### config.mk
export PLATFORM = sky130hd
export DESIGN_NAME = quantized_diamond_angle_top
export DESIGN_NICKNAME = d
export VERILOG_FILES = /design/src/rtl/core/qda_pkg.sv /design/src/rtl/core/qda_front.sv /design/src/rtl/core/qda_div_cell.sv /design/src/rtl/core/qda_map.sv /design/src/rtl/core/quantized_diamond_angle_top.sv
export SDC_FILE = /design/constraint.sdc
export NUM_CORES = 1
export LEC_CHECK = 0
export BUFFER_PORTS_ARGS = -buffer_cell sky130_fd_sc_hd__buf_2
export CAP_MARGIN = 10
export CORE_MARGIN = 8
export CORE_UTILIZATION = 40
export DETAILED_ROUTE_END_ITERATION = 16
export HOLD_SLACK_MARGIN = 0.1
export SLEW_MARGIN = 40
export SYNTH_ARGS = -nofsm -noshare
export SYNTH_HDL_FRONTEND = slang
export SYNTH_SLANG_ARGS = --single-unit
### constraint.sdc
create_clock -name clock -period 9.4 [get_ports clock]
set_clock_uncertainty 0.2 [all_clocks]
set_input_delay 0.47 -clock clock [delete_from_list [all_inputs] [get_ports clock]]
set_output_delay 0.47 -clock clock [all_outputs]
set_load 0.05 [all_outputs]
### src/rtl/core/qda_pkg.sv
// Package for the quantized diamond angle block.
// Cell word type, divider step count and the quadrant mapping functions.
// No dependencies.
package qda_pkg;

   localparam int unsigned DIV_STEPS = 6;
   localparam int unsigned COMP_W = 16;
   localparam int unsigned STEP_W = 6;
   localparam int unsigned RATIO_W = 7;

   localparam logic [STEP_W-1:0] HEADING_STEPS = 6'd48;
   localparam logic [STEP_W-1:0] ROLL_STEPS = 6'd60;
   localparam logic [STEP_W-1:0] HEADING_HALF = 6'd24;
   localparam logic [STEP_W-1:0] ROLL_HALF = 6'd30;
   localparam logic [RATIO_W-1:0] RATIO_FULL = 7'd64;
   localparam logic [3:0] ROLL_Q_MAX = 4'd15;

   localparam logic FUNC_HEADING = 1'b0;
   localparam logic FUNC_ROLL = 1'b1;

   typedef struct packed {
      logic func;
      logic a_neg;
      logic b_neg;
      logic full;
      logic [COMP_W-1:0] num;
      logic [COMP_W-1:0] den;
      logic [DIV_STEPS-1:0] quo;
   } cell_word_type;

   // floor(r/5) for r <= 64 via reciprocal 205/1024
   function automatic logic [3:0] ratio_div5(input logic [RATIO_W-1:0] r);
      logic [14:0] prod;
      prod = {8'b0, r} * 15'd205;
      return prod[13:10];
   endfunction

   function automatic logic [STEP_W-1:0] map_step(input logic func, input logic a_neg,
                                                  input logic b_neg,
                                                  input logic [RATIO_W-1:0] r);
      logic [STEP_W-1:0] q;
      logic [STEP_W-1:0] step;
      step = '0;
      if (func == FUNC_HEADING) begin
         q = {2'b0, ratio_div5(r)};
         if (!a_neg) begin
            if (b_neg) step = q;
            else step = (q != '0) ? HEADING_STEPS - q : '0;
         end else begin
            step = b_neg ? HEADING_HALF - q : HEADING_HALF + q;
         end
      end else begin
         q = (r[6:2] > {1'b0, ROLL_Q_MAX}) ? {2'b0, ROLL_Q_MAX} : {1'b0, r[6:2]};
         if (!a_neg) begin
            if (!b_neg) step = q;
            else step = (q != '0) ? ROLL_STEPS - q : '0;
         end else begin
            step = !b_neg ? ROLL_HALF - q : ROLL_HALF + q;
         end
      end
      return step;
   endfunction

endpackage

### src/rtl/core/qda_front.sv
// Entry cell: magnitudes, wrapped sum, special cases and halving.
// Depends on qda_pkg.
module qda_front (
   input  logic                       clock,
   input  logic                       reset,
   input  logic                       in_valid,
   output logic                       in_ready,
   input  logic                       in_func,
   input  logic signed [15:0]         in_a,
   input  logic signed [15:0]         in_b,
   output logic                       out_valid,
   input  logic                       out_ready,
   output qda_pkg::cell_word_type     out_word
);
   import qda_pkg::*;

   logic valid_ff;
   cell_word_type word_ff, word_in;
   logic [COMP_W-1:0] ma, mb, sum;
   logic zero, half;

   always_comb begin
      ma = in_a[15] ? (~in_a) + 16'd1 : in_a;
      mb = in_b[15] ? (~in_b) + 16'd1 : in_b;
      sum = ma + mb;
      zero = (sum == '0);
      half = sum[15];
      word_in.func = in_func;
      word_in.a_neg = in_a[15];
      word_in.b_neg = in_b[15];
      word_in.full = (ma == '0) && !zero;
      word_in.num = zero ? '0 : (half ? {1'b0, mb[15:1]} : mb);
      word_in.den = zero ? 16'd1 : (half ? {1'b0, sum[15:1]} : sum);
      word_in.quo = '0;
   end

   assign in_ready = !valid_ff || out_ready;

   always_ff @(posedge clock) begin
      if (reset) begin
         valid_ff <= 1'b0;
      end else if (in_ready) begin
         valid_ff <= in_valid;
      end
   end

   always_ff @(posedge clock) begin
      if (in_ready && in_valid) begin
         word_ff <= word_in;
      end
   end

   assign out_valid = valid_ff;
   assign out_word = word_ff;
endmodule

### src/rtl/core/qda_div_cell.sv
// One restoring shift-subtract step of the ratio divider.
// Depends on qda_pkg.
module qda_div_cell (
   input  logic                       clock,
   input  logic                       reset,
   input  logic                       in_valid,
   output logic                       in_ready,
   input  qda_pkg::cell_word_type     in_word,
   output logic                       out_valid,
   input  logic                       out_ready,
   output qda_pkg::cell_word_type     out_word
);
   import qda_pkg::*;

   logic valid_ff;
   cell_word_type word_ff, word_in;
   logic [COMP_W-1:0] sh;
   logic ge;

   always_comb begin
      sh = {in_word.num[COMP_W-2:0], 1'b0};
      ge = (sh >= in_word.den);
      word_in = in_word;
      word_in.num = ge ? sh - in_word.den : sh;
      word_in.quo = {in_word.quo[DIV_STEPS-2:0], ge};
   end

   assign in_ready = !valid_ff || out_ready;

   always_ff @(posedge clock) begin
      if (reset) begin
         valid_ff <= 1'b0;
      end else if (in_ready) begin
         valid_ff <= in_valid;
      end
   end

   always_ff @(posedge clock) begin
      if (in_ready && in_valid) begin
         word_ff <= word_in;
      end
   end

   assign out_valid = valid_ff;
   assign out_word = word_ff;
endmodule

### src/rtl/core/qda_map.sv
// Output cell: ratio to quadrant step, registered result word.
// Depends on qda_pkg.
module qda_map (
   input  logic                       clock,
   input  logic                       reset,
   input  logic                       in_valid,
   output logic                       in_ready,
   input  qda_pkg::cell_word_type     in_word,
   output logic                       out_valid,
   input  logic                       out_ready,
   output logic [qda_pkg::STEP_W-1:0] out_step
);
   import qda_pkg::*;

   logic valid_ff;
   logic [STEP_W-1:0] step_ff, step_in;
   logic [RATIO_W-1:0] ratio;

   always_comb begin
      ratio = in_word.full ? RATIO_FULL : {1'b0, in_word.quo};
      step_in = map_step(in_word.func, in_word.a_neg, in_word.b_neg, ratio);
   end

   assign in_ready = !valid_ff || out_ready;

   always_ff @(posedge clock) begin
      if (reset) begin
         valid_ff <= 1'b0;
      end else if (in_ready) begin
         valid_ff <= in_valid;
      end
   end

   always_ff @(posedge clock) begin
      if (in_ready && in_valid) begin
         step_ff <= step_in;
      end
   end

   assign out_valid = valid_ff;
   assign out_step = step_ff;
endmodule

### src/rtl/core/quantized_diamond_angle_top.sv
// Quantized diamond angle: top level, chain of entry, divider and output cells.
// Depends on qda_pkg, qda_front, qda_div_cell, qda_map.
//
// Usage:
//   Request word: req_func (0 heading, 48 steps; 1 roll, 60 steps) and the two
//   signed 16-bit components. Taken when req_valid and req_ready are high.
//   Response word: rsp_angle_step, taken when rsp_valid and rsp_ready are high.
//   Pipeline: eight register cells (one entry cell, six divider cells each
//   resolving one quotient bit, one output cell); an accepted word moves
//   through them in that order, and rsp_valid rises when it reaches the output cell.
//   Throughput: one word per cycle while rsp_ready stays high; each cell is a
//   register stage that passes its word on every cycle its neighbor can take it.
//   Stall: each cell is ready when empty or when its neighbor is ready, so a
//   stalled receiver fills the chain bubble by bubble; req_ready drops only
//   when all eight cells hold words.
//   Reset: synchronous, clears all cell valid flags; no words in flight.
module quantized_diamond_angle_top (
   input  logic                       clock,
   input  logic                       reset,
   input  logic                       req_valid,
   output logic                       req_ready,
   input  logic                       req_func,
   input  logic signed [15:0]         req_first_component,
   input  logic signed [15:0]         req_second_component,
   output logic                       rsp_valid,
   input  logic                       rsp_ready,
   output logic [qda_pkg::STEP_W-1:0] rsp_angle_step
);
   import qda_pkg::*;

   logic          valid_c [DIV_STEPS+1];
   logic          ready_c [DIV_STEPS+1];
   cell_word_type word_c  [DIV_STEPS+1];

   qda_front u_front (
      .clock     (clock),
      .reset     (reset),
      .in_valid  (req_valid),
      .in_ready  (req_ready),
      .in_func   (req_func),
      .in_a      (req_first_component),
      .in_b      (req_second_component),
      .out_valid (valid_c[0]),
      .out_ready (ready_c[0]),
      .out_word  (word_c[0])
   );

   for (genvar i = 0; i < DIV_STEPS; i++) begin : g_cell
      qda_div_cell u_cell (
         .clock     (clock),
         .reset     (reset),
         .in_valid  (valid_c[i]),
         .in_ready  (ready_c[i]),
         .in_word   (word_c[i]),
         .out_valid (valid_c[i+1]),
         .out_ready (ready_c[i+1]),
         .out_word  (word_c[i+1])
      );
   end

   qda_map u_map (
      .clock     (clock),
      .reset     (reset),
      .in_valid  (valid_c[DIV_STEPS]),
      .in_ready  (ready_c[DIV_STEPS]),
      .in_word   (word_c[DIV_STEPS]),
      .out_valid (rsp_valid),
      .out_ready (rsp_ready),
      .out_step  (rsp_angle_step)
   );
endmodule

==> qor.log <==
[run_status] result of the run completed
[clock_tree] worst skew pair latency 0.53 ns
[hold_path] Min-Delay Startpoint req_first_component[15]
[timing] Final min period 5.86 ns
[yosys] post-synthesis simple-gate area fraction 11.5%
[yosys] post-synthesis instance total 1,402
[yosys] synthesized flop and latch total 243
[drt] count of routing violations after the opening detailed-route iteration 539
[setup_path] cell family with most CP delay adder cells
[yosys] mux contribution to synthesized area 5.93%
[timing] unrepaired setup endpoints after global routing false
[clock_tree] number of buffers on the longest clock path 3
[clock_tree] clock buffers created by TritonCTS 27
[placement] placer congestion estimate 0.852
[floorplan] ports placed on the boundary 45
[clock_tree] sink count of the clock tree 243
[yosys] Post-Synth XOR/XNOR Area 5.41%
[hold_path] number of cells on the worst hold path 1
[cells_and_area] Final #Nets 1,655
[yosys] most instantiated library cell after synthesis edfxtp_1
[drt] Final Routed Wirelength 30,700 um
[drt] post-route antenna net violation count 0
[clock_tree] TritonCTS clock tree built
[global_routing] first-pass GRT wire length 51,200 um
[placement] I/O Buffers 44
[power_and_ir_drop] cell area power density 198 nW/um2
[setup_path] crit path DAT 5.91 ns
[drt] Via density 5.15
[setup_path] delay of the slowest cell on the worst path 0.62 ns
[yosys] Compound-Gate Fraction of Synth Area 12.1%
[yosys] number of synthesized flops with an enable pin 235
[clock_tree] register clock-pin slew on the reported worst setup and hold paths 0.06 ns
[yosys] Adder-Cell Fraction of Synth Area 13.4%
[setup_path] largest fanout of any net on the critical path 17
[yosys] syn_nets 1,595
[floorplan] starting utilization of the core area 40.2%
[setup_path] cell-by-cell trace of the critical path nor2_1 > inv_1 > ha_1 > fa_1 > inv_1 > fa_1 > inv_1 > ha_1 > a31oi_1 > o31ai_1 > a221o_1 > a21oi_1 > xnor2_1 > ha_1 > nand2b_1 > a2111o_1 > nand4_1 > and4_1 > o31ai_1
[floorplan] area enclosed by the die boundary 45,000 um2
[global_routing] Overall Global Routing Usage 13.7%
[floorplan] horizontal die dimension 212 um
[cells_and_area] share of cells above drive strength 1 11.7%
[yosys] post-synth cell types 68
[yosys] commonest cells in the synthesized netlist edfxtp_1 (235), inv_1 (157), ha_1 (142), nor2_1 (92), a21oi_1 (86)
[setup_path] crit path capture type flip-flop
[setup_path] Register-to-Register Path Depth 19
[global_routing] number of antenna violations at the first check in global routing 0
[hold_path] Min-Delay Path Class input port to flip-flop
[floorplan] number of standard-cell rows in the floorplan 72
[setup_path] slowest stage cell, crit path edfxtp_1
[setup_path] setup slack of the worst register-to-register path 3.54 ns
[timing] Worst Tran Pin Value 0.776 ns
[drt] vias after detailed routing 10.3k
[yosys] Yosys Warn Count 0
[yosys] dominant synthesized flop cell edfxtp_1
[setup_path] total buffers and inverters traversed by the critical path 3
[floorplan] Die Y 212 um
[floorplan] Placeable Area 38,300 um2
[clock_tree] clock root buffer clkbuf_16
[setup_path] CP Class flip-flop to flip-flop
[global_routing] vias in the first global route 10.6k
[setup_path] source of the worst register-to-register timing path g_cell[5].u_cell.out_word[38]$_DFFE_PP_
[timing] fraction of the cycle the final worst path needs 62.3%
[timing] final-report setup violation count 0
[job] maxcap violations 0
[clock_tree] CTS H-tree depth 1
[setup_path] startpoint type of the worst setup path flip-flop
[yosys] Cell Area, Synth 15,400 um2
[power_and_ir_drop] worst supply voltage drop on vdd 134 uV
[power_and_ir_drop] Final Total Pwr 0.00341 W
[timing] relative slew slack 48.3%
[yosys] most area-hungry cell type in the Yosys netlist edfxtp_1
[yosys] proportion of synthesized chip area in sequential cells 46.9%
[cells_and_area] Diodes inserted 0
[yosys] cell types occupying the most area after synthesis edfxtp_1 (46%), ha_1 (12%), mux2_2 (4.1%), inv_1 (3.8%), xnor2_1 (3.3%)
[yosys] largest family of logic cells by synthesized area adder cells
[global_routing] largest net degree at the start of global routing 40
[cells_and_area] Synth-to-Final Area Change 11.7%
[yosys] Mapped Avg Cell Area 11.0 um2
[setup_path] R2R Path End u_map.out_step[1]$_DFFE_PP_
[global_routing] global route total overflow 0
[drt] routed wirelength normalized by instance count 15.4 um
[power_and_ir_drop] leakage dissipation 7.00 nW
[setup_path] worst endpoint required time 9.46 ns
[drt] number of iterations in the first detailed-routing pass 4
[hold_path] destination of the worst hold path u_front.out_word[40]$_DFFE_PP_
[timing] final hold violations 0
[timing] Pins Over Slew Limit 0
[timing] timing-limited maximum frequency 171 MHz
[yosys] fraction of synthesis flops using an asynchronous set or reset pin 0%
[drt] DRC viols 0
[yosys] top cell type's share of synthesized area 45.9%
[placement] post-detailed-placement half-perimeter wirelength 24,700 um
[timing] Setup TNS Final 0 ns
[how the worst max path moves through the flow]
stage                                       startpoint                     endpoint  slack [ns]  depth (start not counted)
5_1_grt        g_cell[5].u_cell.out_word[38]$_DFFE_PP_  u_map.out_step[1]$_DFFE_PP_        3.08                         20
4_1_cts        g_cell[5].u_cell.out_word[38]$_DFFE_PP_  u_map.out_step[1]$_DFFE_PP_        3.56                         19
3_5_place_dp   g_cell[5].u_cell.out_word[38]$_DFFE_PP_  u_map.out_step[1]$_DFFE_PP_        3.58                         19
3_3_place_gp   g_cell[5].u_cell.out_word[38]$_DFFE_PP_  u_map.out_step[1]$_DFFE_PP_        3.71                         19
2_1_floorplan  g_cell[5].u_cell.out_word[38]$_DFFE_PP_  u_map.out_step[1]$_DFFE_PP_        4.01                         20
6_report       g_cell[5].u_cell.out_word[38]$_DFFE_PP_  u_map.out_step[1]$_DFFE_PP_        3.54                         19
[stage by stage]
stage / setup WS (ns) / instances / area [um2] / utilization [%] / hold slack (ns)
5_1_grt: 3.08 / 2000 / 17200 / 44.9 / 0.155
3_5_place_dp: 3.58 / 1947 / 16300 / 42.6 / 0.205
3_3_place_gp: 3.71 / 1942 / 16200 / 42.4 / 0.201
2_1_floorplan: 4.01 / 1402 / 15400 / - / 0.200
6_report: 3.54 / 2000 / 17200 / 44.9 / 0.168
4_1_cts: 3.56 / 2000 / 17200 / 44.9 / 0.138
[where the power goes]
group / switching [W] / internal [W]
registers: 0.0000550 / 0.00134
logic: 0.000546 / 0.000459
clock network: 0.000393 / 0.000616
total: 0.000994 / 0.00242
[cell usage in the layout, fill, tap and decap left out, drive strengths merged, types with 56 or more instances in the layout]
master / n
o21ai: 57
nor2: 92
edfxtp: 235
a21oi: 86
nand2: 77
mux2: 57
inv: 157
buf: 56
ha: 142
xnor2: 58
[state kept, by name, summed over array words and instances (netlist names)]
register and flops:
g_cell.u_cell.out_valid 6, g_cell.u_cell.out_word 195, u_front.out_valid 1, u_front.out_word 34, u_map.out_step 6, u_map.out_valid 1
[per-layer routing]
| metal | track usage [%] | up-vias | wire, um |
|---|---|---|---|
| met5 | 0 | - | 0 |
| li1 | - | 5217 | - |
| met4 | 4.00 | 0 | 720 |
| met1 | 15.4 | 4903 | 13000 |
| met3 | 1.59 | 46 | 767 |
| met2 | 26.6 | 133 | 16200 |
[cells by family after synthesis]
group                    after synthesis
other                                  1
flip-flops                           243
adder cells (fa/ha/maj)              156
multiplexers                          84
AND/OR/NAND/NOR                      353
XOR/XNOR                              95
buffers and inverters                186
AO/OA/AOI/OAI                        284
[area by class of cell]
type	instances	area (um2)
flip-flops and latches	243	7220
repair buffers	60	388
multi-input cells	973	7500
well taps	518	648
clock buffers	37	723
clock inverters	12	131
fillers	3602	21100
inverters	157	589
[repair_timing]
action / CTS / global route
hold endpoints to repair: 9 / 0
buffers inserted: 0 / 0
setup endpoints to repair: 0 / 0
hold buffers: 4 / 0
resized for setup: 0 / 0
No activity file was read; power rests on OpenSTA's default activity.
